===== config.mk =====
export PLATFORM = sky130hd
export DESIGN_NAME = calendar_clock_with_zone_shift_core
export DESIGN_NICKNAME = d
export VERILOG_FILES = /design/src/hdl/ccz_pkg.sv /design/src/hdl/calendar_clock_with_zone_shift_core.sv /design/src/hdl/ccz_step.sv
export SDC_FILE = /design/constraint.sdc
export NUM_CORES = 1
export LEC_CHECK = 0
export BUFFER_PORTS_ARGS = -buffer_cell sky130_fd_sc_hd__clkbuf_2
export CORE_UTILIZATION = 51
export DETAILED_ROUTE_END_ITERATION = 8
export PLACE_DENSITY = 0.78
export SYNTH_ARGS = -nofsm -noshare
export SYNTH_HDL_FRONTEND = slang
export SYNTH_HIERARCHICAL = 1
export SYNTH_SLANG_ARGS = --single-unit

===== constraint.sdc =====
create_clock -name clk_i -period 10.4 [get_ports clk_i]
set_input_delay 2.08 -clock clk_i [delete_from_list [all_inputs] [get_ports clk_i]]
set_output_delay 2.08 -clock clk_i [all_outputs]
set_load 0.01 [all_outputs]

===== src/hdl/ccz_pkg.sv =====
`default_nettype none

package ccz_pkg;

  localparam int unsigned ZoneW = 11;
  localparam int unsigned DeltaW = ZoneW + 1;

  localparam logic [11:0] YearBase = 12'd2000;
  localparam logic [11:0] YearMax = 12'd4095;
  localparam logic [8:0] Cycle400Last = 9'd399;
  localparam logic [8:0] Century1 = 9'd100;
  localparam logic [8:0] Century2 = 9'd200;
  localparam logic [8:0] Century3 = 9'd300;
  localparam logic [7:0] SecPerMin = 8'd60;
  localparam logic [7:0] MinPerHour = 8'd60;
  localparam logic [7:0] HourPerDay = 8'd24;
  localparam logic [7:0] MinLast = 8'd59;
  localparam logic [7:0] HourLast = 8'd23;
  localparam logic [3:0] MonthFirst = 4'd1;
  localparam logic [3:0] MonthLast = 4'd12;
  localparam logic [4:0] DayFirst = 5'd1;
  localparam logic [4:0] DaysLong = 5'd31;
  localparam logic [4:0] DaysFebLeap = 5'd29;
  localparam logic [3:0] MonthFeb = 4'd2;
  localparam logic [6:0] MonthMask = 7'h7F;
  localparam logic [DeltaW-1:0] DstMinutes = DeltaW'(60);
  localparam logic [DeltaW-1:0] ZoneBias = DeltaW'(540);

  localparam logic [4:0] MonthLen [12] = '{
    5'd31, 5'd28, 5'd31, 5'd30, 5'd31, 5'd30,
    5'd31, 5'd31, 5'd30, 5'd31, 5'd30, 5'd31
  };

  typedef enum logic {
    CFG_ZONE = 1'b0,
    CFG_DST  = 1'b1
  } cfg_idx_e;

  typedef enum logic [1:0] {
    OP_SEC_FWD  = 2'd0,
    OP_MIN_FWD  = 2'd1,
    OP_MIN_BACK = 2'd2
  } step_op_e;

  typedef struct packed {
    logic       action;
    logic [7:0] bcd_year;
    logic [7:0] bcd_month;
    logic [7:0] bcd_day;
    logic [7:0] bcd_hour;
    logic [7:0] bcd_minute;
    logic [7:0] bcd_second;
    logic [7:0] advance_seconds;
  } in_beat_t;

  typedef struct packed {
    logic [11:0] year_now;
    logic [3:0]  month_now;
    logic [4:0]  day_now;
    logic [7:0]  hour_now;
    logic [7:0]  minute_now;
    logic [7:0]  second_now;
  } out_beat_t;

  // cyc400 tracks year mod 400 for the leap rule
  typedef struct packed {
    logic [11:0] year;
    logic [8:0]  cyc400;
    logic [3:0]  month;
    logic [4:0]  day;
    logic [7:0]  hour;
    logic [7:0]  minute;
    logic [7:0]  second;
  } clock_t;

  function automatic logic [7:0] bcd_value(logic [7:0] b);
    logic [7:0] hi;
    logic [7:0] lo;
    hi = {4'b0, b[7:4]};
    lo = {4'b0, b[3:0]};
    return (hi << 3) + (hi << 1) + lo;
  endfunction

  function automatic logic [4:0] days_in_month(logic [8:0] cyc400, logic [3:0] month);
    logic is_leap;
    logic [3:0] idx;
    is_leap = (cyc400 == '0) ||
              ((cyc400[1:0] == 2'b00) && (cyc400 != Century1) &&
               (cyc400 != Century2) && (cyc400 != Century3));
    idx = month - MonthFirst;
    if (month < MonthFirst || month > MonthLast) begin
      return DaysLong;
    end
    if (month == MonthFeb && is_leap) begin
      return DaysFebLeap;
    end
    return MonthLen[idx];
  endfunction

endpackage

`default_nettype wire


===== src/hdl/calendar_clock_with_zone_shift_core.sv =====
// Load beat: the clock is stepped by |offset + 60*dst - 540| minutes and the result registered
// (one clock step per cycle through the shared step unit).
// Advance beat: the clock is stepped by advance_seconds seconds and the result registered.
// One beat in flight; the next beat is taken once the result is in the output register.
// Reset: clock 2000-01-01 00:00:00, zone offset and daylight flag zero, no result pending.
`default_nettype none

module calendar_clock_with_zone_shift_core (
  input  wire                        clk_i,
  input  wire                        rst_ni,
  input  wire                        cfg_we_i,
  input  wire                        cfg_idx_i,
  input  wire [ccz_pkg::ZoneW-1:0]   cfg_wdata_i,
  input  wire                        in_valid_i,
  output logic                       in_stall_o,
  input  var ccz_pkg::in_beat_t      in_beat_i,
  output logic                       out_valid_o,
  input  wire                        out_stall_i,
  output ccz_pkg::out_beat_t         out_beat_o
);

  typedef enum logic [4:0] {
    ST_IDLE  = 5'b00001,
    ST_CLAMP = 5'b00010,
    ST_SHIFT = 5'b00100,
    ST_ADV   = 5'b01000,
    ST_DONE  = 5'b10000
  } state_e;

  localparam int unsigned DW = ccz_pkg::DeltaW;

  state_e                   state_q, state_d;
  ccz_pkg::clock_t          st_q, st_d, st_step;
  ccz_pkg::step_op_e        step_op;
  logic [ccz_pkg::ZoneW-1:0] zone_q;
  logic                     dst_q;
  logic [DW-1:0]            delta_q, delta_d;
  logic [7:0]               count_q, count_d;
  logic [7:0]               day_raw_q, day_raw_d;
  ccz_pkg::out_beat_t       out_q, out_d;
  logic                     out_valid_q, out_valid_d;

  ccz_step u_step (
    .st_i (st_q),
    .op_i (step_op),
    .st_o (st_step)
  );

  assign step_op = (state_q == ST_SHIFT) ?
                   (delta_q[DW-1] ? ccz_pkg::OP_MIN_BACK : ccz_pkg::OP_MIN_FWD) :
                   ccz_pkg::OP_SEC_FWD;

  assign in_stall_o = (state_q != ST_IDLE);
  assign out_valid_o = out_valid_q;
  assign out_beat_o = out_q;

  always_comb begin
    logic [7:0] yv;
    logic [7:0] mv;
    logic [4:0] dim;

    state_d = state_q;
    st_d = st_q;
    delta_d = delta_q;
    count_d = count_q;
    day_raw_d = day_raw_q;
    out_d = out_q;
    out_valid_d = out_valid_q && out_stall_i;
    yv = ccz_pkg::bcd_value(in_beat_i.bcd_year);
    mv = ccz_pkg::bcd_value({1'b0, in_beat_i.bcd_month[6:0] & ccz_pkg::MonthMask});
    dim = ccz_pkg::days_in_month(st_q.cyc400, st_q.month);

    case (state_q)
      ST_IDLE: begin
        if (in_valid_i) begin
          if (in_beat_i.action) begin
            count_d = in_beat_i.advance_seconds;
            state_d = ST_ADV;
          end else begin
            st_d.year = ccz_pkg::YearBase + {4'b0, yv};
            st_d.cyc400 = {1'b0, yv};
            if (mv == '0) begin
              st_d.month = ccz_pkg::MonthFirst;
            end else if (mv > {4'b0, ccz_pkg::MonthLast}) begin
              st_d.month = ccz_pkg::MonthLast;
            end else begin
              st_d.month = mv[3:0];
            end
            day_raw_d = ccz_pkg::bcd_value(in_beat_i.bcd_day);
            st_d.hour = ccz_pkg::bcd_value(in_beat_i.bcd_hour);
            st_d.minute = ccz_pkg::bcd_value(in_beat_i.bcd_minute);
            st_d.second = ccz_pkg::bcd_value(in_beat_i.bcd_second);
            delta_d = {zone_q[ccz_pkg::ZoneW-1], zone_q} +
                      (dst_q ? ccz_pkg::DstMinutes : '0) - ccz_pkg::ZoneBias;
            state_d = ST_CLAMP;
          end
        end
      end
      ST_CLAMP: begin
        if (day_raw_q == '0) begin
          st_d.day = ccz_pkg::DayFirst;
        end else if (day_raw_q > {3'b0, dim}) begin
          st_d.day = dim;
        end else begin
          st_d.day = day_raw_q[4:0];
        end
        state_d = ST_SHIFT;
      end
      ST_SHIFT: begin
        if (delta_q == '0) begin
          state_d = ST_DONE;
        end else begin
          st_d = st_step;
          delta_d = delta_q[DW-1] ? delta_q + DW'(1) : delta_q - DW'(1);
        end
      end
      ST_ADV: begin
        if (count_q == '0) begin
          state_d = ST_DONE;
        end else begin
          st_d = st_step;
          count_d = count_q - 8'd1;
        end
      end
      ST_DONE: begin
        if (!out_valid_q || !out_stall_i) begin
          out_d.year_now = st_q.year;
          out_d.month_now = st_q.month;
          out_d.day_now = st_q.day;
          out_d.hour_now = st_q.hour;
          out_d.minute_now = st_q.minute;
          out_d.second_now = st_q.second;
          out_valid_d = 1'b1;
          state_d = ST_IDLE;
        end
      end
      default: begin
        state_d = ST_IDLE;
      end
    endcase
  end

  always_ff @(posedge clk_i or negedge rst_ni) begin
    if (!rst_ni) begin
      state_q <= ST_IDLE;
      st_q.year <= ccz_pkg::YearBase;
      st_q.cyc400 <= '0;
      st_q.month <= ccz_pkg::MonthFirst;
      st_q.day <= ccz_pkg::DayFirst;
      st_q.hour <= '0;
      st_q.minute <= '0;
      st_q.second <= '0;
      zone_q <= '0;
      dst_q <= 1'b0;
      out_valid_q <= 1'b0;
    end else begin
      state_q <= state_d;
      st_q <= st_d;
      out_valid_q <= out_valid_d;
      if (cfg_we_i) begin
        case (cfg_idx_i)
          ccz_pkg::CFG_ZONE: zone_q <= cfg_wdata_i;
          ccz_pkg::CFG_DST:  dst_q <= cfg_wdata_i[0];
          default: begin
          end
        endcase
      end
    end
  end

  always_ff @(posedge clk_i) begin
    delta_q <= delta_d;
    count_q <= count_d;
    day_raw_q <= day_raw_d;
    out_q <= out_d;
  end

endmodule

`default_nettype wire


===== src/hdl/ccz_step.sv =====
`default_nettype none

module ccz_step (
  input  var ccz_pkg::clock_t   st_i,
  input  var ccz_pkg::step_op_e op_i,
  output ccz_pkg::clock_t       st_o
);

  always_comb begin
    logic       carry_min;
    logic [7:0] sec_inc;
    logic [7:0] min_inc;
    logic [7:0] hour_inc;
    logic [4:0] day_inc;
    logic [3:0] mon_inc;
    logic [4:0] dim;

    st_o = st_i;
    carry_min = 1'b0;
    sec_inc = st_i.second + 8'd1;
    min_inc = st_i.minute + 8'd1;
    hour_inc = st_i.hour + 8'd1;
    day_inc = st_i.day + 5'd1;
    mon_inc = st_i.month + 4'd1;
    dim = ccz_pkg::days_in_month(st_i.cyc400, st_i.month);

    case (op_i)
      ccz_pkg::OP_SEC_FWD, ccz_pkg::OP_MIN_FWD: begin
        if (op_i == ccz_pkg::OP_MIN_FWD) begin
          carry_min = 1'b1;
        end else if (sec_inc >= ccz_pkg::SecPerMin) begin
          st_o.second = '0;
          carry_min = 1'b1;
        end else begin
          st_o.second = sec_inc;
        end
        if (carry_min) begin
          if (min_inc < ccz_pkg::MinPerHour) begin
            st_o.minute = min_inc;
          end else begin
            st_o.minute = '0;
            if (hour_inc < ccz_pkg::HourPerDay) begin
              st_o.hour = hour_inc;
            end else begin
              st_o.hour = '0;
              if ({1'b0, day_inc} <= {1'b0, dim} && st_i.day != ccz_pkg::DaysLong) begin
                st_o.day = day_inc;
              end else begin
                st_o.day = ccz_pkg::DayFirst;
                if (mon_inc <= ccz_pkg::MonthLast) begin
                  st_o.month = mon_inc;
                end else begin
                  st_o.month = ccz_pkg::MonthFirst;
                  if (st_i.year < ccz_pkg::YearMax) begin
                    st_o.year = st_i.year + 12'd1;
                    st_o.cyc400 = (st_i.cyc400 == ccz_pkg::Cycle400Last) ? '0
                                                                         : st_i.cyc400 + 9'd1;
                  end
                end
              end
            end
          end
        end
      end
      ccz_pkg::OP_MIN_BACK: begin
        if (st_i.minute != '0) begin
          st_o.minute = st_i.minute - 8'd1;
        end else begin
          st_o.minute = ccz_pkg::MinLast;
          if (st_i.hour != '0) begin
            st_o.hour = st_i.hour - 8'd1;
          end else begin
            st_o.hour = ccz_pkg::HourLast;
            if (st_i.day > ccz_pkg::DayFirst) begin
              st_o.day = st_i.day - 5'd1;
            end else begin
              if (st_i.month <= ccz_pkg::MonthFirst) begin
                st_o.month = ccz_pkg::MonthLast;
                if (st_i.year != '0) begin
                  st_o.year = st_i.year - 12'd1;
                  st_o.cyc400 = (st_i.cyc400 == '0) ? ccz_pkg::Cycle400Last
                                                    : st_i.cyc400 - 9'd1;
                end
              end else begin
                st_o.month = st_i.month - 4'd1;
              end
              st_o.day = ccz_pkg::days_in_month(st_o.cyc400, st_o.month);
            end
          end
        end
      end
      default: begin
        st_o = st_i;
      end
    endcase
  end

endmodule

`default_nettype wire


# --- Word level (Yosys, flattened, before mapping) ---
# Memory sizes are Yosys's and may differ from the RTL's.
# Index checks and enable logic that the tools add are counted.
totals:
  word_cells: 238
  rom_bits: 160
  output_inout_bits: 47
  register_bits: 145
  mem_count: 2
  inputBits: 74
op_classes:
  addsub: 32
  n_bitwise: 4
  mux: 95
  eq_ne: 26
  magnitude_cmp: 16
  reduce_logical: 43
memory_table:
  columns: ["name", "words", "word_bits", "read_ports", "rd_ports_with_merged_regs", "wr", "line", "text"]
  rows:
  - ["(name not given)", 16, 5, 1, 0, 0, "ccz_pkg.sv:97", "return MonthLen[idx];"]
  - ["(name not given)", 16, 5, 1, 0, 0, "ccz_pkg.sv:97", null]
ops:
  columns: ["op", "count"]
  rows:
  - ["21-bit 2-to-1 mux", 8]
  - ["54-bit 2-to-1 mux", 2]
  - ["25-bit 2-to-1 mux", 4]
  - ["5-bit 2-to-1 mux", 20]
  - ["46-bit one-hot mux with 2 select lines", 1]
  - ["8-bit 2-to-1 mux", 10]
  - ["38-bit 2-to-1 mux", 2]
  - ["25-bit one-hot mux with 3 select lines", 1]
  - ["24-bit one-hot mux with 3 select lines", 1]
  - ["30-bit 2-to-1 mux", 2]
  - ["12-bit 2-to-1 mux", 4]
  - ["24-bit 2-to-1 mux", 2]
  - ["46-bit 2-to-1 mux", 1]
  - ["7-bit by 5-bit adder with 8-bit output", 5]
  - ["8-bit by 4-bit adder with 8-bit output", 5]
  - ["4-bit 2-to-1 mux", 9]
  - ["5-bit one-hot mux with 5 select lines", 1]
  - ["12-bit by 1-bit adder with 12-bit output (second input constant)", 2]
  - ["8-bit by 1-bit adder with 8-bit output (second input constant)", 3]
  - ["8-bit zero test", 3]
  - ["12-bit one-hot mux with 2 select lines", 1]
  - ["12-bit by 1-bit subtractor with 12-bit output (second input constant)", 2]
  - ["8-bit by 1-bit subtractor with 8-bit output (second input constant)", 3]
  - ["1-bit 2-to-1 mux", 19]
  - ["other kinds (62)", 105]

# --- Longest topological paths before layout ---
# Gate-level depths: netlist (run 1).
logic_depth:
  ltp_word: 28
  ltp_mapped: 21
  mapped_depth_nobuf: 18

# --- Hierarchy ---
# The synthesis (run 1) kept the hierarchy.
by_module_without_submodules:
  columns: ["mod", "cells_each", "area_per_inst_um2", "n_inst"]
  rows:
  - ["calendar_clock_with_zone_shift_core", 751, 8047.7, 1]
  - ["ccz_step", 584, 3788.6, 1]

# --- Worst setup path before layout (run 1) ---
# No wires, ideal clock.
synth_path:
  kind: "input to register"
  start: "input port out_stall_i"
  end: "register out_q, in the netlist out_beat_o[0], enable pin"
  t_arrival_ps: 4241
  cell_stages: 1
  setup_ps: 463
  path_buffers: 0
  required_time_ps: 9937
  slack_ps: 5696
  cell_sequence: "a21oi_1"
synth_between:
  elab_chain_cells: 3
synth_rtl:
  columns: ["item", "line", "text"]
  rows:
  - ["from (decl)", "calendar_clock_with_zone_shift_core.sv:18", "input wire out_stall_i,"]
  - ["1-bit zero test", "calendar_clock_with_zone_shift_core.sv:126", "if (!out_valid_q || !out_stall_i) begin"]
  - ["1-bit logical OR", "calendar_clock_with_zone_shift_core.sv:126", null]
  - ["2-bit AND reduction (no line)", null, null]
  - ["to (signal assigned)", "calendar_clock_with_zone_shift_core.sv:175", "out_q <= out_d;"]
  - ["to (decl)", "calendar_clock_with_zone_shift_core.sv:40", "ccz_pkg::out_beat_t out_q, out_d;"]
# Every way passes these cells.
# A chain may end at the register's enable or synchronous reset.

==> impl_metrics.ini, run 1 <==
[global_routing]
grt_use_total = 0.252
top_usage_layer = met2
grt_max_degree = 96
grt_antenna_before_repair = 0
gr-usage-met3 = 0.0426
grt_pass1_wl_um = 48500
grt.met1_usage = 0.326
grt_overflow = 0
grt_pass1_vias = 9935
use_met2 = 0.413

[floorplanning]
dieArea_um2 = 23800
coreArea_um2 = 22700
io-pin-count = 121
initial_core_util = 0.521
rows = 55
die_w_um = 154
die_y_um = 154

[setup_path]
critPathLaunch = st_q[29]
worstPathRequired_ns = 10.67
crit_type = reg2reg
critPathCaptureType = flip-flop
r2r-start = st_q[29]
startpoint_type = flip-flop
critPathMaxFanout = 19
cp.arrival_ns = 4.56

[power_and_ir_drop]
powerDensity_nw_per_um2 = 254
p_comb_frac = 0.446
clkPwrFrac = 0.202
p_leak_nw = 5.54
p_seq_frac = 0.352
ir_drop_uv = 161
netSwitchingFraction = 0.441
p_int_mw = 1.87
finalPower_mw = 3.34
switching_power_mw = 1.48

[routing]
postRouteAntennaNets = 0
num_vias = 10500
post_drt_wl_per_cell_um = 17.3
dr.pass1.iters = 5
drc = 0
drtIter0Drc = 836
wirelength_um = 29600
avgViaCountPerCell = 6.13

[clock_network]
clk-insertion-delay-late_ns = 0.43
cts_root_buffer = clkbuf_16
postCtsResizedCells = 0
numCtsBuffers = 17
clkTransAtPathRegs_ns = 0.07
htree_levels = 4
cts.sinks = 145
postCtsHoldBufs = 0
tritoncts = yes
clockBufferDepth = 2
post_cts_buffers = 0

[logic_synthesis]
ys_warn_count = 6
synth_edf_count = 73
syn-mean-instance-area_um2 = 8.87
async_reset_ff_frac = 0.497
ys_top_cells_by_area = edfxtp_1 (19%), dfrtp_1 (13%), ha_1 (9.4%)
syn_inst = 1335
yosysUniqueCellTypes = 101
syn_nets = 1512
synth.yosys.seq_area_share = 0.338
ys_ff_latch = 145
ys.flop_type = edfxtp_1
synth_top_area_cell = edfxtp_1
synth_top_area_share = 0.185
synthesis.area_um2 = 11800

[timing]
rsz0062_at_grt = false
tns_ns = 0
worstMarginPinSlew_ns = 1.10
setup_viol = 0
drv_slew = 0
relSlewSlack = 0.266
fin_crit_ns = 4.30
hold_viol_final = 0
setup_ws_ns = 6.10
skew_ns = 0.0109
period_share = 0.413
fmax_mhz = 233

[hold_path]
hp-start = zone_q[0]
worst_hold_path_type = reg2reg

[final_layout]
mostFrequentLayoutCell = nand2_1
drive_gt1_frac = 0.156
final_cell_mix = nand2_1 (175), clkbuf_2 (118), nor2_1 (115)
syn2layout_area_growth_pct = 11.1
nFillCells = 1997
n_antenna_cell = 0
nets = 1584

[placement]
gp_congestion = 0.902
hpwl_um = 20800
io_buffer_count = 119
pre_cts_ws_ns = 5.69

[status]
run_status = finished clean

[flow_run]
cap_violations = 0
## final cells by class
cell class / count / area (µm²) / share of cell area
Sequential cell: 145 / 4010 / 0.305
Clock inverter: 12 / 178 / 0.0135
Timing Repair Buffer: 129 / 673 / 0.0512
Clock buffer: 20 / 457 / 0.0347
Inverter: 61 / 229 / 0.0174
Tap cell: 285 / 357 / 0.0271
Multi-Input combinational cell: 1053 / 7250 / 0.551
## through the flow
stage / hold slack (ns) / std cells / utilization / cell area, µm²
final: 0.515 / 1705 / 0.579 / 13100
after CTS: 0.515 / 1705 / 0.579 / 13100
after detailed placement: 0.501 / 1673 / 0.551 / 12500
after global routing: 0.531 / 1705 / 0.579 / 13100
after global placement: 0.490 / 1673 / 0.551 / 12500
after floorplan: 0.441 / 1335 / - / 11800
## worst max-delay path, cell delays in order, from the launching register on
cell and delay, ns:
dfstp_2 0.74, inv_1 0.11, ha_1 0.32, nand2b_1 0.20, o21ai_0 0.18, nand2_1 0.07, o311ai_0 0.09, o21ai_0 0.18
ha_1 0.30, nand2_1 0.06, o2111ai_1 0.12, o21bai_2 0.39, and3_1 0.30, nand4_1 0.25, o211ai_1 0.33, o311ai_2 0.14
o211ai_1 0.23, o21ai_0 0.11
## power groups by stage
stage	sequential, mW	clock, mW	combinational (mW)
2_1_floorplan	1.00	0	1.27
3_3_place_gp	1.17	0	1.41
3_5_place_dp	1.18	0	1.46
4_1_cts	1.17	0.681	1.48
5_1_grt	1.21	0.705	1.67
6_report	1.18	0.674	1.49
## flip-flops by register name, indices dropped and copies added, names as in the netlist
name / count
zone_q: 11
out_beat_o: 45
st_q: 54
delta_q: 12
day_raw_q: 8
count_q: 8
out_valid_o: 1
state_q: 5
dst_q: 1
## per-layer routing
metal | vias up | wire (µm)
li1 | 5085 | -
met1 | 4950 | 13000
met2 | 359 | 13900
met3 | 65 | 1660
met4 | 0 | 955
met5 | - | 0
## cells in the mapped netlist, drive strengths merged (16+ instances only)
cell    instances
a21o           20
a21oi          62
a31oi          40
and3           16
buf            33
clkbuf         43
dfrtp          63
edfxtp         73
ha             89
inv            60
nand2         176
nand3          42
nor2          117
nor2b          17
nor3           33
nor4           17
o211ai         30
o21ai          72
xnor2          26
xor2           33
## cell families (layout without fill, tap and decap cells)
kind of cell,Yosys count,count (layout),share of synthesized area
buffers and inverters,137,222,0.0510
adder cells (fa/ha/maj),103,103,0.118
flip-flops,145,145,0.338
AO/OA/AOI/OAI,347,347,0.203
AND/OR/NAND/NOR,518,518,0.223
XOR/XNOR,59,59,0.0443
multiplexers,26,26,0.0235
## path summary, 6_finish.rpt
| path | end | slack [ns] | depth (start not counted) |
|---|---|---|---|
| setup / recovery | st_q[37] | 6.10 | 17 |
| hold / removal | zone_q[0] | 0.51 | 1 |
| setup reg to reg | st_q[37] | 6.10 | 17 |
| hold reg to reg | zone_q[0] | 0.51 | 1 |
| max in group asynchronous | st_q[37] | 7.91 | 1 |
| min in group asynchronous | st_q[6] | 1.83 | 1 |
Note: power is estimated with default switching activity, not from simulation.
==> run 2: changes to the inputs <==
==> constraint.sdc (replaced) <==
create_clock -name clk_i -period 4 [get_ports clk_i]
set_input_delay 0.8 -clock clk_i [delete_from_list [all_inputs] [get_ports clk_i]]
set_output_delay 0.8 -clock clk_i [all_outputs]
set_load 0.01 [all_outputs]
==> impl_metrics.ini, run 2 (same netlist as run 1, synthesis figures left out) <==
[global_routing]
grt_use_total = 0.259
grt_max_degree = 96
grt_overflow = 0
grt_antenna_before_repair = 0
grt_pass1_wl_um = 49900
grt_pass1_vias = 10300

[clock_network]
htree_levels = 4
clkTransAtPathRegs_ns = 0.06
clockBufferDepth = 2
numCtsBuffers = 17
cts.sinks = 145
tritoncts = yes
cts_root_buffer = clkbuf_16
clk-insertion-delay-late_ns = 0.43

[final_layout]
utilization = 0.583
top_register = st_q
drive_gt1_frac = 0.164
final_area_um2 = 13200
mostFrequentLayoutCell = nand2_1
largest_reg_flops = 54
syn2layout_area_growth_pct = 11.9
nFillCells = 1974
n_antenna_cell = 0
nets = 1600
final_cell_mix = nand2_1 (175), clkbuf_2 (118), nor2_1 (115)

[timing]
drv_slew = 0
hold_viol_final = 0
tns_ns = 0
fmax_mhz = 264
period_share = 0.948
relSlewSlack = 0.283
worstMarginPinSlew_ns = 1.08
skew_ns = 0.0112
fin_crit_ns = 3.79
setup_viol = 0

[placement]
gp_congestion = 0.961
hpwl_um = 21300
place_area_um2 = 12600
io_buffer_count = 119

[routing]
avgViaCountPerCell = 6.20
dr.pass1.iters = 6
num_vias = 10700
post_drt_wl_per_cell_um = 17.6
postRouteAntennaNets = 0
wirelength_um = 30200
drtIter0Drc = 883
drc = 0

[floorplanning]
die_w_um = 154
initial_core_util = 0.521
die_y_um = 154
coreArea_um2 = 22700
rows = 55
dieArea_um2 = 23800
io-pin-count = 121

[power_and_ir_drop]
ir_drop_uv = 358
p_leak_nw = 5.59
powerDensity_nw_per_um2 = 659
finalPower_mw = 8.73

[setup_path]
worstPathRequired_ns = 4.35
crit_type = reg2reg
critPathCaptureType = flip-flop
critPathLaunch = st_q[29]
r2r-start = st_q[29]
critPathMaxFanout = 9
startpoint_type = flip-flop
cp.arrival_ns = 4.14

[hold_path]
hp-start = zone_q[1]
worst_hold_path_type = reg2reg

[status]
run_status = finished clean

[flow_run]
cap_violations = 0
==> run 2: cell count changes in the layout (fill, tap and decap cells not counted), sizes merged <==
cell / delta
buf: +16
bufinv: -1
clkinv: +1
==> run 2: through the flow <==
step / hold slack [ns] / worst slack, ns / instances
after detailed placement: 0.500 / 0.235 / 1687
after global placement: 0.490 / 0.280 / 1687
final: 0.516 / 0.210 / 1721
after CTS: 0.516 / 0.208 / 1719
after floorplan: 0.441 / 0.120 / 1335
after global routing: 0.519 / -0.00672 / 1721
==> run 2: report_power, final <==
part           total [mW]  internal (mW)  switching (mW)
Sequential           2.92           2.15           0.768
Clock                1.67          0.986           0.680
Combinational        4.14           1.70            2.45
Total                8.73           4.84            3.89
==> run 2: what timing repair did <==
| action | 4_1_cts | 5_1_grt |
|---|---|---|
| buffers inserted | 0 | 2 |
| gates resized for setup | 0 | 3 |
| setup endpoints to repair | 0 | 7 |
| hold buffers | 0 | 0 |
==> run 2: layout make-up <==
| type | instances | area, µm² | area share |
|---|---|---|---|
| Timing Repair Buffer | 145 | 806 | 0.0608 |
| Sequential cell | 145 | 4010 | 0.302 |
| Tap cell | 285 | 357 | 0.0269 |
| Clock buffer | 20 | 437 | 0.0330 |
| Multi-Input combinational cell | 1053 | 7260 | 0.548 |
| Inverter | 61 | 229 | 0.0173 |
| Clock inverter | 12 | 155 | 0.0117 |
==> run 2: path summary, 6_finish.rpt <==
| kind | endpoint | slack, ns | cells after the start |
|---|---|---|---|
| setup reg to reg | st_q[50] | 0.21 | 17 |
| hold / removal | zone_q[1] | 0.52 | 1 |
| setup / recovery | st_q[50] | 0.21 | 17 |
| min in group asynchronous | st_q[7] | 0.54 | 1 |
| hold reg to reg | zone_q[1] | 0.52 | 1 |
| max in group asynchronous | st_q[33] | 2.82 | 1 |
==> run 2: worst max-delay path: stages (launching register included) <==
cell,delay (ns)
dfstp_2,0.53
inv_1,0.05
ha_1,0.30
nand2b_1,0.19
o21ai_0,0.17
nand2_1,0.07
o311ai_0,0.09
o21ai_1,0.17
ha_1,0.30
nand2_1,0.07
o2111ai_1,0.13
o21bai_2,0.34
buf_4,0.17
nand2_1,0.12
o41ai_1,0.50
and3_1,0.24
a32oi_1,0.07
a21oi_1,0.21
==> run 2: layer usage <==
layer  routed length, µm  up-vias  GRT usage
li1                    -     5113          -
met1               13100     5089      0.333
met2               14600      417      0.445
met3                1890       55     0.0370
met4                 642        0     0.0891
met5                   0        -          0
